### src/rtl/core/mwbm_pkg.sv
// ----------------------------------------------------------------------------
// mwbm_pkg
// Shared widths, reset values and types of the multi-window bitrate meter.
// ----------------------------------------------------------------------------
`default_nettype none

package mwbm_pkg;

  localparam int TIME_WIDTH = 48;
  localparam int BYTE_WIDTH = 48;
  localparam int NWIN       = 4;
  localparam int LEN_W      = 32;
  localparam int RATE_W     = 31;
  localparam int MASK_W     = NWIN;
  localparam int CFG_IDX_W  = 3;

  localparam int WIN_W      = $clog2(NWIN);
  // dividend is the byte delta times eight
  localparam int DIVIDEND_W = BYTE_WIDTH + 3;
  localparam int DIV_CNT_W  = $clog2(DIVIDEND_W);

  localparam int IN_DATA_W  = ((TIME_WIDTH + BYTE_WIDTH + 7) / 8) * 8;
  localparam int OUT_DATA_W = ((NWIN * RATE_W + MASK_W + 7) / 8) * 8;

  typedef logic [WIN_W-1:0]     win_idx_t;
  typedef logic [DIV_CNT_W-1:0] div_cnt_t;
  typedef logic [LEN_W-1:0]     len_t;
  typedef logic [RATE_W-1:0]    rate_t;

  localparam win_idx_t LAST_WIN = win_idx_t'(NWIN - 1);
  localparam div_cnt_t DIV_LAST = div_cnt_t'(DIVIDEND_W - 1);
  localparam rate_t    RATE_MAX = {RATE_W{1'b1}};

  localparam len_t LEN0_RST = len_t'(30 * 1000);
  localparam len_t LEN1_RST = len_t'(60 * 1000);
  localparam len_t LEN2_RST = len_t'(300 * 1000);
  localparam len_t LEN3_RST = len_t'(3600 * 1000);

  // one window entry of the state memory
  typedef struct packed {
    rate_t                 rate;
    logic [BYTE_WIDTH-1:0] start_bytes;
    logic [TIME_WIDTH-1:0] base_time;
  } win_entry_t;

endpackage

`default_nettype wire

### src/rtl/core/multi_window_bitrate_meter_top.sv
// ----------------------------------------------------------------------------
// multi_window_bitrate_meter_top
// Four-window bitrate meter with window state in a one-port-read memory and
// one shared restoring divider.
// ----------------------------------------------------------------------------
// each window is read, evaluated and decided in turn; a window that closes with a
//   rising byte count also runs 51 divider steps over byte_delta*8
// one sample at a time: s_tready is high only in S_IDLE
// reset: rst clears all windows to invalid and loads the default lengths
// ----------------------------------------------------------------------------
`default_nettype none

module multi_window_bitrate_meter_top (
  input  wire logic                           clk,
  input  wire logic                           rst,
  // config write port
  input  wire logic                           cfg_we,
  input  wire logic [mwbm_pkg::CFG_IDX_W-1:0] cfg_index,
  input  wire logic [mwbm_pkg::LEN_W-1:0]     cfg_data,
  // sample stream
  input  wire logic                           s_tvalid,
  output      logic                           s_tready,
  // s_tdata: now_ms, byte_count
  input  wire logic [mwbm_pkg::IN_DATA_W-1:0] s_tdata,
  // result stream
  output      logic                            m_tvalid,
  input  wire logic                            m_tready,
  // m_tdata: rate0_kbps, rate1_kbps, rate2_kbps, rate3_kbps, updated_mask
  output      logic [mwbm_pkg::OUT_DATA_W-1:0] m_tdata
);

  typedef enum logic [2:0] {
    S_IDLE, S_READ, S_EVAL, S_DECIDE, S_DIV, S_FIN, S_WRITE, S_DONE
  } state_t;

  localparam int TW = mwbm_pkg::TIME_WIDTH;
  localparam int BW = mwbm_pkg::BYTE_WIDTH;

  state_t                    state;
  mwbm_pkg::win_idx_t        idx;
  mwbm_pkg::len_t            win_len [mwbm_pkg::NWIN];
  logic [mwbm_pkg::NWIN-1:0] win_valid;
  mwbm_pkg::rate_t           rates [mwbm_pkg::NWIN];
  logic [mwbm_pkg::MASK_W-1:0] mask;

  logic [TW-1:0] now_r;
  logic [BW-1:0] total_r;

  // state memory
  mwbm_pkg::win_entry_t mem [mwbm_pkg::NWIN];
  mwbm_pkg::win_entry_t rd_data;
  mwbm_pkg::win_entry_t wr_data;
  logic                 mem_we;

  // evaluation results
  logic [TW-1:0]   elapsed;
  logic [BW-1:0]   delta;
  logic            time_fwd;
  logic            bytes_ok;
  mwbm_pkg::rate_t rate_new;

  // divider
  logic [mwbm_pkg::DIVIDEND_W-1:0] dvd;
  logic [mwbm_pkg::DIVIDEND_W-1:0] quo;
  logic [TW-1:0]                   rem;
  logic [TW-1:0]                   dvs;
  mwbm_pkg::div_cnt_t              cnt;
  logic [TW:0]                     rem_shift;
  logic [TW:0]                     rem_diff;

  logic close_win;

  assign s_tready  = (state == S_IDLE);
  assign mem_we    = (state == S_WRITE);
  assign wr_data   = '{rate: rate_new, start_bytes: total_r, base_time: now_r};
  assign rem_shift = {rem, dvd[mwbm_pkg::DIVIDEND_W-1]};
  assign rem_diff  = rem_shift - {1'b0, dvs};
  assign close_win = time_fwd && (elapsed > {{(TW - mwbm_pkg::LEN_W){1'b0}}, win_len[idx]});

  always_ff @(posedge clk) begin
    if (state == S_READ) begin
      rd_data <= mem[idx];
    end
    if (mem_we) begin
      mem[idx] <= wr_data;
    end
  end

  always_ff @(posedge clk) begin
    if (rst) begin
      state      <= S_IDLE;
      idx        <= '0;
      win_valid  <= '0;
      m_tvalid   <= 1'b0;
      mask       <= '0;
      win_len[0] <= mwbm_pkg::LEN0_RST;
      win_len[1] <= mwbm_pkg::LEN1_RST;
      win_len[2] <= mwbm_pkg::LEN2_RST;
      win_len[3] <= mwbm_pkg::LEN3_RST;
    end else begin
      if (cfg_we && (cfg_index < mwbm_pkg::CFG_IDX_W'(mwbm_pkg::NWIN))) begin
        win_len[cfg_index[mwbm_pkg::WIN_W-1:0]] <= cfg_data;
      end
      if (m_tvalid && m_tready && (state != S_DONE)) begin
        m_tvalid <= 1'b0;
      end

      case (state)
        S_IDLE: begin
          if (s_tvalid) begin
            now_r   <= s_tdata[TW-1:0];
            total_r <= s_tdata[TW+BW-1:TW];
            mask    <= '0;
            idx     <= '0;
            state   <= S_READ;
          end
        end
        S_READ: begin
          state <= S_EVAL;
        end
        S_EVAL: begin
          elapsed  <= now_r - rd_data.base_time;
          delta    <= total_r - rd_data.start_bytes;
          time_fwd <= now_r > rd_data.base_time;
          bytes_ok <= total_r >= rd_data.start_bytes;
          state    <= S_DECIDE;
        end
        S_DECIDE: begin
          if (!win_valid[idx]) begin
            rate_new  <= '0;
            mask[idx] <= 1'b1;
            state     <= S_WRITE;
          end else if (close_win) begin
            mask[idx] <= 1'b1;
            if (bytes_ok) begin
              dvd   <= {delta, 3'b000};
              dvs   <= elapsed;
              rem   <= '0;
              quo   <= '0;
              cnt   <= '0;
              state <= S_DIV;
            end else begin
              rate_new <= '0;
              state    <= S_WRITE;
            end
          end else begin
            // window keeps running, report its last rate
            rates[idx] <= rd_data.rate;
            idx        <= idx + 1'b1;
            state      <= (idx == mwbm_pkg::LAST_WIN) ? S_DONE : S_READ;
          end
        end
        S_DIV: begin
          // restoring step, one quotient bit a cycle
          if (!rem_diff[TW]) begin
            rem <= rem_diff[TW-1:0];
            quo <= {quo[mwbm_pkg::DIVIDEND_W-2:0], 1'b1};
          end else begin
            rem <= rem_shift[TW-1:0];
            quo <= {quo[mwbm_pkg::DIVIDEND_W-2:0], 1'b0};
          end
          dvd <= {dvd[mwbm_pkg::DIVIDEND_W-2:0], 1'b0};
          cnt <= cnt + 1'b1;
          if (cnt == mwbm_pkg::DIV_LAST) begin
            state <= S_FIN;
          end
        end
        S_FIN: begin
          if (|quo[mwbm_pkg::DIVIDEND_W-1:mwbm_pkg::RATE_W]) begin
            rate_new <= mwbm_pkg::RATE_MAX;
          end else begin
            rate_new <= quo[mwbm_pkg::RATE_W-1:0];
          end
          state <= S_WRITE;
        end
        S_WRITE: begin
          win_valid[idx] <= 1'b1;
          rates[idx]     <= rate_new;
          idx            <= idx + 1'b1;
          state          <= (idx == mwbm_pkg::LAST_WIN) ? S_DONE : S_READ;
        end
        S_DONE: begin
          if (!m_tvalid || m_tready) begin
            m_tvalid <= 1'b1;
            m_tdata  <= {mask, rates[3], rates[2], rates[1], rates[0]};
            state    <= S_IDLE;
          end
        end
        default: begin
          state <= S_IDLE;
        end
      endcase
    end
  end

endmodule

`default_nettype wire
### config.mk
export PLATFORM = sky130hd
export DESIGN_NAME = multi_window_bitrate_meter_top
export DESIGN_NICKNAME = d
export VERILOG_FILES = /design/src/rtl/core/mwbm_pkg.sv /design/src/rtl/core/multi_window_bitrate_meter_top.sv
export SDC_FILE = /design/constraint.sdc
export NUM_CORES = 2
export LEC_CHECK = 0
export ABC_AREA = 1
export BUFFER_PORTS_ARGS = -buffer_cell sky130_fd_sc_hd__clkbuf_2
export CAP_MARGIN = 20
export CORE_ASPECT_RATIO = 0.8
export CORE_UTILIZATION = 33
export CTS_BUF_LIST = sky130_fd_sc_hd__clkbuf_8
export DETAILED_ROUTE_END_ITERATION = 7
export SETUP_SLACK_MARGIN = 0.3
export SYNTH_ARGS = -nofsm -noshare
export SYNTH_HDL_FRONTEND = slang
export SYNTH_SLANG_ARGS = --single-unit
### constraint.sdc
create_clock -name clk -period 32.9 [get_ports clk]
set_clock_uncertainty 0.2 [all_clocks]
set_input_delay 3.29 -clock clk [delete_from_list [all_inputs] [get_ports clk]]
set_output_delay 3.29 -clock clk [all_outputs]
set_load 0.05 [all_outputs]
==> out/qor.txt <==
Placement Setup Slack - 24.81 ns
Worst vdd ir - 0.0358 mV
Die Area - 0.192 mm2
Hold Fails Final Rpt - 0
PnR worst setup slack - 25.82 ns
Initial antenna violation count - 5
Synth warnings - 0
Number of placement rows - 142
Cells after Synth - 5281
Crit Path Category - input pin to flip-flop
Synth Flop Type - edfxtp_1
Pwr Density - 64.1 mW/mm2
Max_cap viols - 0
Initial Util - 33.4%
CP max-delay cell - nor2_1
Total number of vias - 40200
GR Overflow Total - 0
DRC - 0
Top delay family on crit path - simple AND/OR/NAND/NOR gates
Synth area leaders - edfxtp_1, nor2_1, nand2_1
Req. time, crit path - 33.33 ns
Post-synthesis sequential area ratio - 69.3%
GR Util All Layers - 16.3%
FILL cells - 18300
Die Width - 490 um
Failing checks - slew limit
CTS tree - done
Tightest Pin Transition - 1.57 ns
Outcome - finished, violations left
Num CTS Buffers - 229
Clock Sinks - 1457
Die Ht - 392 um
Largest net degree at the start of global routing - 210
Final period util - 21.5%
EDFF count, synth - 1441
Ratio of cells with drive above 1 in the final layout - 12.1%
Ys async rst share - 0%
Placed cells - 7955
CTS Hold Bufs - 0
Simple-gate portion of the synthesized area - 11.4%
Mean Syn Cell Area - 11.9 um2
CP Data Arrival Time - 7.51 ns
Synth-to-Final Area Change - 13.8%
Worst skew pair latency - 0.98 ns
LEAKAGE - 26.9 nW
Register area - 0.0436 mm2
Synth Area in XOR/XNOR - 1.70%
Global-route wire length before repair - 240000 um
Total core area - 0.188 mm2
Final number of setup-violating endpoints - 0
Setup TNS - 0 ns
Post-layout power - 4.59 mW
Multiplexer share of the synthesized area - 0.555%
CP max FO - 26
Multi-input gate area - 0.0166 mm2
Max-slew headroom at the worst pin - -4.52%
Post-synthesis register bit count - 1457
Yosys top cell by area - edfxtp_1
Clock Path Buffers - 3
Post-DP HPWL - 105000 um
DRT iter0 DRCs - 3108
Crit-path max cell delay - 0.84 ns
Unique masters post-synth - 54
Yosys top cell area share - 68.8%
Cell with the most instances on the worst path - nor2_1
Worst Setup Start Kind - input pin
Via density - 4.80
Syn nets - 5602
Pre-Repair DR Iteration Count - 5
Routed WL - 158000 um
Adder and majority gate portion of the synthesized area - 3.72%
Post-route ant nets - 0
Setup crit end kind - flip-flop
Worst path cell trace - clkbuf_2, nor2_1, inv_1, nor2_1, inv_1, nor2_1, inv_2, nand2_1, buf_4
Crit path buffers/inverters - 5
RSZ-0062 raised after global routing - no
Wire per inst - 18.9 um
Port buffer count - 265
Clk slew on worst S/H paths - 0.06 ns
Synth Area in Compound Gates - 8.84%
Setup Fix Bufs, Post-CTS - 0
Clock Tree Root - clkbuf_8
Worst hold path type - flip-flop to flip-flop
Vias in the first global route - 39700
Max Freq - 0.141 GHz
Nets - 5989
Most frequent cells in the layout - edfxtp_1, nor2_1, nand2_1
Count of pins over their slew limit - 85
H-tree depth - 4
Largest family of logic cells by synthesized area - simple AND/OR/NAND/NOR gates
Minimum clock period - 7.08 ns
Boundary Pins - 266
GPL Wtd Cong - 0.945
CTS resizes - 0
Synthesized cell area - 0.0629 mm2
Post-route insts no fill - 8371
Commonest non-fill, non-tap cell in the layout - edfxtp_1
-- final timing paths --
check,from,end,slack [ns],cells past startpoint
setup / recovery,rst,win_len[0][25],25.82,9
hold / removal,rates[2][9],m_tdata[71],0.20,0
setup reg to reg,flip-flop,quo[14],27.72,16
hold reg to reg,rates[2][9],m_tdata[71],0.20,0
-- flip-flops by register name, indices dropped and copies added, names as in the netlist, 31 cells and up, named ones only --
register	flops
dvs	48
quo	51
mem	508
rem	48
elapsed	48
dvd	48
total_r	48
rd_data	127
rate_new	31
win_len	128
now_r	48
delta	48
m_tdata	128
rates	124
-- synthesized netlist by cell type (all sizes together), types with 3 or more instances --
cell       n
a211oi     3
a21boi    11
a21o      29
a21oi    241
a31oi     31
a32o      31
and3       4
buf       21
clkbuf   132
dfxtp     16
edfxtp  1441
fa         3
ha       182
inv      562
mux2      31
nand2    778
nand3    103
nand4     30
nor2     827
nor3      32
nor4      13
o211ai     8
o21a      18
o21ai    443
o21bai    24
o221ai     5
o22ai    128
xnor2     41
xor2      81
-- per-stage QoR --
step                hold WS, ns  util, %  area [um2]
finish                    0.202     38.0       71600
global route              0.217     38.0       71600
CTS                       0.200     38.0       71500
detailed placement        0.205     35.7       67200
global placement          0.203     35.7       67200
floorplan                 0.200        -       62900
-- per-layer routing --
metal,track usage (%),wire length [um]
met2,25.0,70100
met4,5.17,3910
met3,2.69,8380
met1,23.4,76100
met5,0,0
-- layout make-up --
type / count / share of cell area (%)
clock buffers: 230 / 4.42
repair buffers: 309 / 2.46
flip-flops and latches: 1457 / 60.9
well taps: 2520 / 4.41
inverters: 564 / 2.98
multi-input cells: 3107 / 23.2
clock inverters: 179 / 1.57
diodes: 5 / 0.0175
-- logic make-up (layout without fill, tap and decap cells) --
group | Yosys count | after routing
AO/OA/AOI/OAI | 978 | 978
XOR/XNOR | 122 | 122
adder cells (fa/ha/maj) | 185 | 185
buffers and inverters | 717 | 1282
flip-flops | 1457 | 1457
multiplexers | 31 | 31
other | 0 | 5
AND/OR/NAND/NOR | 1791 | 1791
-- worst register-to-register path, delay by kind of cell, from the launching register on --
kind / cells / cell delay [ns]
buf+inv: 5 / 2.06
flops: 1 / 0.31
fa+ha+maj: 1 / 0.28
compound gates: 2 / 0.59
simple gates: 8 / 1.33
-- power breakdown --
| group | internal [mW] | switching [mW] | total (mW) |
|---|---|---|---|
| clock network | 0.729 | 0.726 | 1.45 |
| logic | 0.235 | 0.571 | 0.806 |
| registers | 2.25 | 0.0746 | 2.33 |
| total | 3.22 | 1.37 | 4.59 |
Note: power is estimated with default switching activity, not from simulation.
